<file path="src/rtl/rte_pkg.sv">
// rte_pkg: shared widths, codes and control types of the rrt tree extend engine
// used by rte_dsu and rrt_tree_extend_engine_top; no dependencies
package rte_pkg;

  localparam int COORD_W    = 16;
  localparam int STEP_W     = 15;
  localparam int STAT_W     = 3;
  localparam int IDX_OUT_W  = 10;
  localparam int DIFF_W     = 17;
  localparam int SQ_W       = 32;
  localparam int D2_W       = 33;
  localparam int RR_W       = 30;
  localparam int PROD_W     = 31;
  localparam int ROOT_W     = 27;
  localparam int DSU_IN_W   = 54;
  localparam int DIVISOR_W  = 28;
  localparam int ACC_W      = 43;
  localparam int REM_W      = 30;
  localparam int DSU_CNT_W  = 6;
  localparam int SQRT_STEPS = 27;
  localparam int DIV_STEPS  = 43;
  localparam int CFG_IDX_W  = 3;

  localparam logic [1:0] MODE_OBSTACLE = 2'd0;
  localparam logic [1:0] MODE_EXTEND   = 2'd1;
  localparam logic [1:0] MODE_CLEAR    = 2'd2;
  localparam logic [1:0] MODE_NONE     = 2'd3;

  localparam logic [STAT_W-1:0] ST_ADDED     = 3'd0;
  localparam logic [STAT_W-1:0] ST_COLLIDED  = 3'd1;
  localparam logic [STAT_W-1:0] ST_TREE_FULL = 3'd2;
  localparam logic [STAT_W-1:0] ST_OBS_STORE = 3'd3;
  localparam logic [STAT_W-1:0] ST_OBS_FULL  = 3'd4;
  localparam logic [STAT_W-1:0] ST_CLEARED   = 3'd5;

  localparam logic [CFG_IDX_W-1:0] CFG_START_X = 3'd0;
  localparam logic [CFG_IDX_W-1:0] CFG_START_Y = 3'd1;
  localparam logic [CFG_IDX_W-1:0] CFG_GOAL_X  = 3'd2;
  localparam logic [CFG_IDX_W-1:0] CFG_GOAL_Y  = 3'd3;
  localparam logic [CFG_IDX_W-1:0] CFG_STEP    = 3'd4;

  typedef struct packed {
    logic start;
    logic op_sqrt;
  } dsu_ctl_t;

endpackage

</file>
<file path="src/rtl/rte_dsu.sv">
// rte_dsu: shared iterative square root / divide unit, one result bit per cycle
// depends on rte_pkg
module rte_dsu (
  input  logic                              clk,
  input  logic                              rst_n,
  input  rte_pkg::dsu_ctl_t                 ctl,
  input  logic [rte_pkg::DSU_IN_W-1:0]      operand,
  input  logic [rte_pkg::DIVISOR_W-1:0]     divisor,
  output logic                              done,
  output logic [rte_pkg::ACC_W-1:0]         result
);

  logic [rte_pkg::DSU_IN_W-1:0]  shift_r;
  logic [rte_pkg::REM_W-1:0]     rem_r;
  logic [rte_pkg::ACC_W-1:0]     acc_r;
  logic [rte_pkg::DIVISOR_W-1:0] divisor_r;
  logic [rte_pkg::DSU_CNT_W-1:0] cnt_r;
  logic                          sqrt_r;
  logic                          busy_r;
  logic                          done_r;

  logic [rte_pkg::REM_W-1:0]     rem_sh;
  logic [rte_pkg::REM_W-1:0]     trial;
  logic                          fits;

  // sqrt brings down two radicand bits, divide one
  assign rem_sh = sqrt_r ? {rem_r[rte_pkg::REM_W-3:0], shift_r[rte_pkg::DSU_IN_W-1 -: 2]}
                         : {rem_r[rte_pkg::REM_W-2:0], shift_r[rte_pkg::DSU_IN_W-1]};
  assign trial  = sqrt_r ? {acc_r[rte_pkg::REM_W-3:0], 2'b01}
                         : {{(rte_pkg::REM_W-rte_pkg::DIVISOR_W){1'b0}}, divisor_r};
  assign fits   = (rem_sh >= trial);

  always_ff @(posedge clk) begin
    if (!rst_n) begin
      busy_r <= 1'b0;
      done_r <= 1'b0;
      cnt_r  <= '0;
    end else begin
      done_r <= 1'b0;
      if (ctl.start) begin
        busy_r <= 1'b1;
        cnt_r  <= ctl.op_sqrt ? rte_pkg::DSU_CNT_W'(rte_pkg::SQRT_STEPS)
                              : rte_pkg::DSU_CNT_W'(rte_pkg::DIV_STEPS);
      end else if (busy_r) begin
        cnt_r <= cnt_r - rte_pkg::DSU_CNT_W'(1);
        if (cnt_r == rte_pkg::DSU_CNT_W'(1)) begin
          busy_r <= 1'b0;
          done_r <= 1'b1;
        end
      end
    end
  end

  always_ff @(posedge clk) begin
    if (ctl.start) begin
      shift_r   <= operand;
      rem_r     <= '0;
      acc_r     <= '0;
      sqrt_r    <= ctl.op_sqrt;
      divisor_r <= divisor;
    end else if (busy_r) begin
      rem_r   <= fits ? (rem_sh - trial) : rem_sh;
      acc_r   <= {acc_r[rte_pkg::ACC_W-2:0], fits};
      shift_r <= sqrt_r ? {shift_r[rte_pkg::DSU_IN_W-3:0], 2'b00}
                        : {shift_r[rte_pkg::DSU_IN_W-2:0], 1'b0};
    end
  end

  assign done   = done_r;
  assign result = acc_r;

  a_done_after_busy: assert property (@(posedge clk) disable iff (!rst_n)
    done_r |-> $past(busy_r)) else $error("dsu done without a run");
  a_no_restart: assert property (@(posedge clk) disable iff (!rst_n)
    busy_r && !$past(ctl.start) |-> !ctl.start) else $error("dsu restarted while busy");
  a_done_pulse: assert property (@(posedge clk) disable iff (!rst_n)
    done_r |=> !done_r) else $error("dsu done held");

endmodule

</file>
<file path="config.mk">
export PLATFORM = sky130hd
export DESIGN_NAME = rte_dsu
export DESIGN_NICKNAME = d
export VERILOG_FILES = /design/src/rtl/rte_pkg.sv /design/src/rtl/rte_dsu.sv
export SDC_FILE = /design/constraint.sdc
export NUM_CORES = 1
export LEC_CHECK = 0
export ABC_CLOCK_PERIOD_IN_PS = 7400
export BUFFER_PORTS_ARGS = -buffer_cell sky130_fd_sc_hd__buf_2
export CAP_MARGIN = 20
export CORE_ASPECT_RATIO = 0.9
export CORE_UTILIZATION = 62
export CTS_CLUSTER_SIZE = 40
export DETAILED_ROUTE_END_ITERATION = 10
export MAX_ROUTING_LAYER = met4
export PLACE_DENSITY = 0.94
export SYNTH_ARGS = -nofsm -noshare
export SYNTH_HDL_FRONTEND = slang
export SYNTH_SLANG_ARGS = --single-unit
export TNS_END_PERCENT = 30
</file>
<file path="constraint.sdc">
create_clock -name clk -period 7.4 [get_ports clk]
set_input_delay 1.48 -clock clk [delete_from_list [all_inputs] [get_ports clk]]
set_output_delay 1.48 -clock clk [all_outputs]
set_load 0.1 [all_outputs]
</file>
# Yosys cells after proc, flatten, opt, wreduce, memory -nomap -nowiden
# Cells that the tools add are included.
[op_classes] shift=0 n_addsub=2 bitwise=2 muxes=13 eq_ne=1 mul=0 div_mod_pow=0 magnitude_cmp=1 reduce_logical=2
[ops] op="$mux W54" n=3
[ops] op="$mux W30" n=2
[ops] op="$ge A30 B30 Y1" n=1
[ops] op="$mux W29" n=1
[ops] op="$sub A29 B29 Y29" n=1
[ops] op="$mux W6" n=3
[ops] op="$eq A6 B1 Y1 const B" n=1
[ops] op="$sub A6 B1 Y6 const B" n=1
[ops] op="$mux W1" n=4
[ops] op="$reduce_or A3 Y1" n=1
[ops] op="$not A1 Y1" n=2
[ops] op="$reduce_bool A2 Y1" n=1
[totals] latchBits=0 wordCells=29 ramBits=0 romBits=0 inputBits=86 out_inout_bits=44 memories=0 reg_bits=163

# Depth between registers and ports, before layout
[logic_depth] ltp_word=4 mapped_depth=16 mapped_depth_nobuf=11

# Least setup slack after synthesis
# OpenSTA, ideal clock, no wires.
[synth_path] path_kind="register to register" from="register sqrt_r" to="register rem_r[11] in the netlist's numbering" n_path_buf=5 required_ns=7.254 path_stages_with_launch=16 path_slack_ns=3.299 setup_time_ns=0.146 arrival_time_ns=3.955 period_less_slack_ns=4.101 path_cell_list="edfxtp_1 clkbuf_1 clkbuf_1 clkbuf_1 buf_1 mux2i_1 ha_1 a21oi_2 o21ai_1 a311o_1 nor2b_4 or4_4 and2_1 buf_4 o311ai_0 a311oi_1"
[synth_via] elab_chain_cells=3 elab_cells_between_ends=5 cone_classes="add/sub (1); order compare (1); mux (3)"
[synth_lines] item="start: declaration" line_no="rte_dsu.sv:18" source="logic sqrt_r;"
[synth_lines] item="start signal: assignment" line_no="rte_dsu.sv:59" source="sqrt_r <= ctl.op_sqrt;"
[synth_lines] item="$mux W30, on equally long branches" line_no="rte_dsu.sv:27, rte_dsu.sv:29"
[synth_lines] item="$sub A29 B29 Y29 or $ge A30 B30 Y1 (tied branches)" line_no="rte_dsu.sv:62, rte_dsu.sv:31"
[synth_lines] item="$mux W29 (*)" line_no="rte_dsu.sv:62" source="rem_r <= fits ? (rem_sh - trial) : rem_sh;"
[synth_lines] item="end signal: assignment" line_no="rte_dsu.sv:62"
[synth_lines] item="end: declaration" line_no="rte_dsu.sv:14" source="logic [rte_pkg::REM_W-1:0] rem_r;"
# Every way passes the cells marked *; elsewhere a longest branch is shown, timed or not.
# A chain may end at the register's enable or synchronous reset.

# Worst setup path after layout
# Same ends and word-level chain as after synthesis.

==> impl_results.md <==
- Status: completed
- Post-cts hold buffer count: 0
- # rows: slightly above 40
- Distinct cells, synth: 63
- Worst Setup EP: rem_r[11]$_SDFFE_PP0P_
- Logic pwr share: 27.8%
- CP arrival: about 5 ns
- Htree depth: 4
- Crit. Startpoint: sqrt_r$_DFFE_PP_
- Crit-path cells: buf_4, mux2_2, ha_1, and4_4, and3_4, o211ai_1, a211oi_2, or4_4, and2_1, o311ai_0, a311oi_1
- Post-synthesis sequential area ratio: a little under half
- Maximum Capacitance Violations: 0
- Routed WL: roughly 20000 um
- Yosys top cell area share: 27.79%
- Fmax: approximately 220 MHz
- Syn-to-layout area delta: 14.86%
- Setup TNS: 0 ns
- Avg Inst Size Synth: between 10 and 15 um^2
- WS Path Type: register to register
- Root buf cell: clkbuf_16
- Die Width: 128.8 um
- Worst setup EP type: register
- Worst stage delay on the critical path: roughly 0.68 ns
- CTS Buf Count: 17
- Worst reg2reg path depth: 11
- N_diodes: 0
- FF-to-FF End: rem_r[11]$_SDFFE_PP0P_
- Worst-path clk slew: roughly 0.06 ns
- Internal power: approximately 1.9 mW
- Total chip power: 2.783 mW
- Post-synth top area cell: edfxtp_1
- Sw power: between 800 and 900 uW
- Synthesized netlist cell count: between 800 and 900
- Placeable core area: roughly 0.014 mm^2
- Synth top area cells: edfxtp_1 28%, dfxtp_1 18%, mux2i_1 14%, nand2_1 4.5%, ha_1 4.5%
- Yosys warnings: 0
- Setup Viol. Count Final: 0
- Clock power share: ~33%
- Largest net degree at the start of global routing: 112
- # DRC: 0
- Post-synthesis adder-cell area fraction: around 4.7%
- Sequential share of power: roughly two fifths
- Setup Buffers After CTS: 0
- FF-to-FF Start: sqrt_r$_DFFE_PP_
- Synth Area in Simple Gates: 12.28%
- Leak: between 4 and 5 nW
- Switch share: 31.17%
- Routability Congestion: between 1 and 1.5
- Min Clock Period, post-route: around 4.6 ns
- Fin Clk Skew: 0.006940 ns
- Worst-margin pin slew: between 1 and 1.5 ns
- Hold Path Class: register to register
- CP Max Fanout: 60
- Total track usage: ~28%
- Ys async rst share: 0%
- Share of post-route cells with drive strength above 1: between 20% and 30%
- Synth Area in Compound Gates: roughly 15%
- RSZ-0062 raised after global routing: false
- Via density per instance: 5.962
- Antenna viol nets, final: 0
- Detailed Place HPWL: between 10000 and 15000 um
- Most frequent cell after synthesis: mux2i_1
- Fin util: between 70% and 80%
- Syn_nets: around 1000
- CP max-delay cell: buf_4
- Mux cell area share after synthesis: ~17%
- Post-route clock period utilization: roughly three fifths
- # IOs: 130
- CTS tree: yes
- DRT Pass-1 Iters: 5
- R2r setup slk: around 2.8 ns
- CTS max path bufs: 2
- CP startpoint kind: register
- Data required time of the worst path: 7.73 ns
- Worst skew pair latency: roughly 0.43 ns
- CTS resizes: 0
- Initial Utilization: 63.81%
- CTS Sinks: between 150 and 200
- Post-Synth XOR/XNOR Area: ~2.4%
- Seq cells post-synth: 163
- Port Buf Inserts: roughly 130
- Via count: roughly 7100
- Max Transition Viols Final: 0
- Top cells by count, synth: 122 x mux2i_1, 107 x nand2_1, 83 x edfxtp_1, 83 x nor2_1, 80 x dfxtp_1
- Initial antenna violation count: 0
- Max_slew headroom: a little under a third
- Final hold vios: 0
- Largest family of logic cells by synthesized area: multiplexers
- Dominant synthesized flop cell: edfxtp_1
- VDD IR max: around 0.21 mV
- Total Nets Final: between 1000 and 1500
- Die span in y: around 120 um
- Post-synthesis cell area: between 0.008 and 0.009 mm^2
- Number of synthesized flops with an enable pin: 83
- Routed len/inst: 16.57 um
- Vias in the first global route: roughly 6700
- Global route total overflow: 0
- PD cells: around 270 mW/mm^2
- First-pass GRT wire length: approximately 32000 um
- Die ar.: 0.01495 mm^2
- Initial drt markers: ~570
- Hold_sp: rem_r[28]$_SDFFE_PP0P_
## logic make-up after synthesis
family | Yosys count
adders and majority gates | 33
buffers and inverters | 66
muxes | 150
and+or+nand+nor | 249
DFF | 163
xor gates and xnor gates | 25
AOI/OAI and AO/OA | 197
## per-layer routing
metal	track usage, %	vias up	routed length [um]
met1	34.59	3322	8779
met5	-	-	0
li1	-	3438	-
met3	7.650	49	1336
met2	44.00	280	9131
met4	10.04	0	456
## per-stage QoR
step	area [um^2]	setup WS, ns	std cells	hold slack [ns]
floorplan	8969	3.299	883	0.4321
global placement	9666	3.250	1156	0.4485
detailed placement	9666	3.020	1156	0.4669
CTS	10280	2.938	1188	0.4813
global route	10300	2.580	1189	0.5311
finish	10300	2.839	1189	0.4864
## power by group through the flow
stage / Clock [mW] / Combinational, mW / Sequential (mW)
4_1_cts: 0.934 / 0.758 / 1.08
2_1_floorplan: 0 / 0.609 / 1.09
5_1_grt: 0.970 / 0.849 / 1.09
3_5_place_dp: 0 / 0.747 / 1.10
3_3_place_gp: 0 / 0.725 / 1.09
6_report: 0.928 / 0.775 / 1.08
## worst min-delay path by stage
stage,depth (start not counted),to,slack (ns)
after global placement,2,rem_r[28]$_SDFFE_PP0P_,0.45
after detailed placement,2,rem_r[28]$_SDFFE_PP0P_,0.47
final,2,rem_r[28]$_SDFFE_PP0P_,0.49
after global routing,2,rem_r[28]$_SDFFE_PP0P_,0.53
after CTS,2,rem_r[28]$_SDFFE_PP0P_,0.48
after floorplan,2,rem_r[28]$_SDFFE_PP0P_,0.43
## cell usage in the layout, fill, tap and decap left out, types with 12 or more instances in the layout
cell type / instances
clkbuf_16: 17
buf_2: 128
a21oi_1: 32
edfxtp_1: 83
ha_1: 32
mux2_2: 28
o21ai_0: 72
inv_1: 12
nor2_1: 83
mux2i_1: 122
dfxtp_1: 79
nand2_1: 107
xnor2_1: 17
## worst max-delay path, delay by kind of cell, from the launching register on
family                   cells  cell delay (ns)
AND/OR/NAND/NOR              4             1.37
AO/OA/AOI/OAI                4             1.16
buffers and inverters        1             0.68
multiplexers                 1             0.43
adder cells (fa/ha/maj)      1             0.42
flip-flops                   1             0.35
## sequential cells by signal, summed over array words and instances, names as in the netlist
name       count
shift_r       54
result        43
rem_r         29
divisor_r     28
cnt_r          6
busy_r         1
done           1
sqrt_r         1
## area by class of cell
type,instances,area (um^2)
multi-input cells,654,4596
flip-flops and latches,163,4098
fillers,1023,3755
repair buffers,134,701.9
clock buffers,19,432.9
well taps,193,241.5
clock inverters,13,182.7
inverters,13,48.80
No activity file was read; power rests on OpenSTA's default activity.
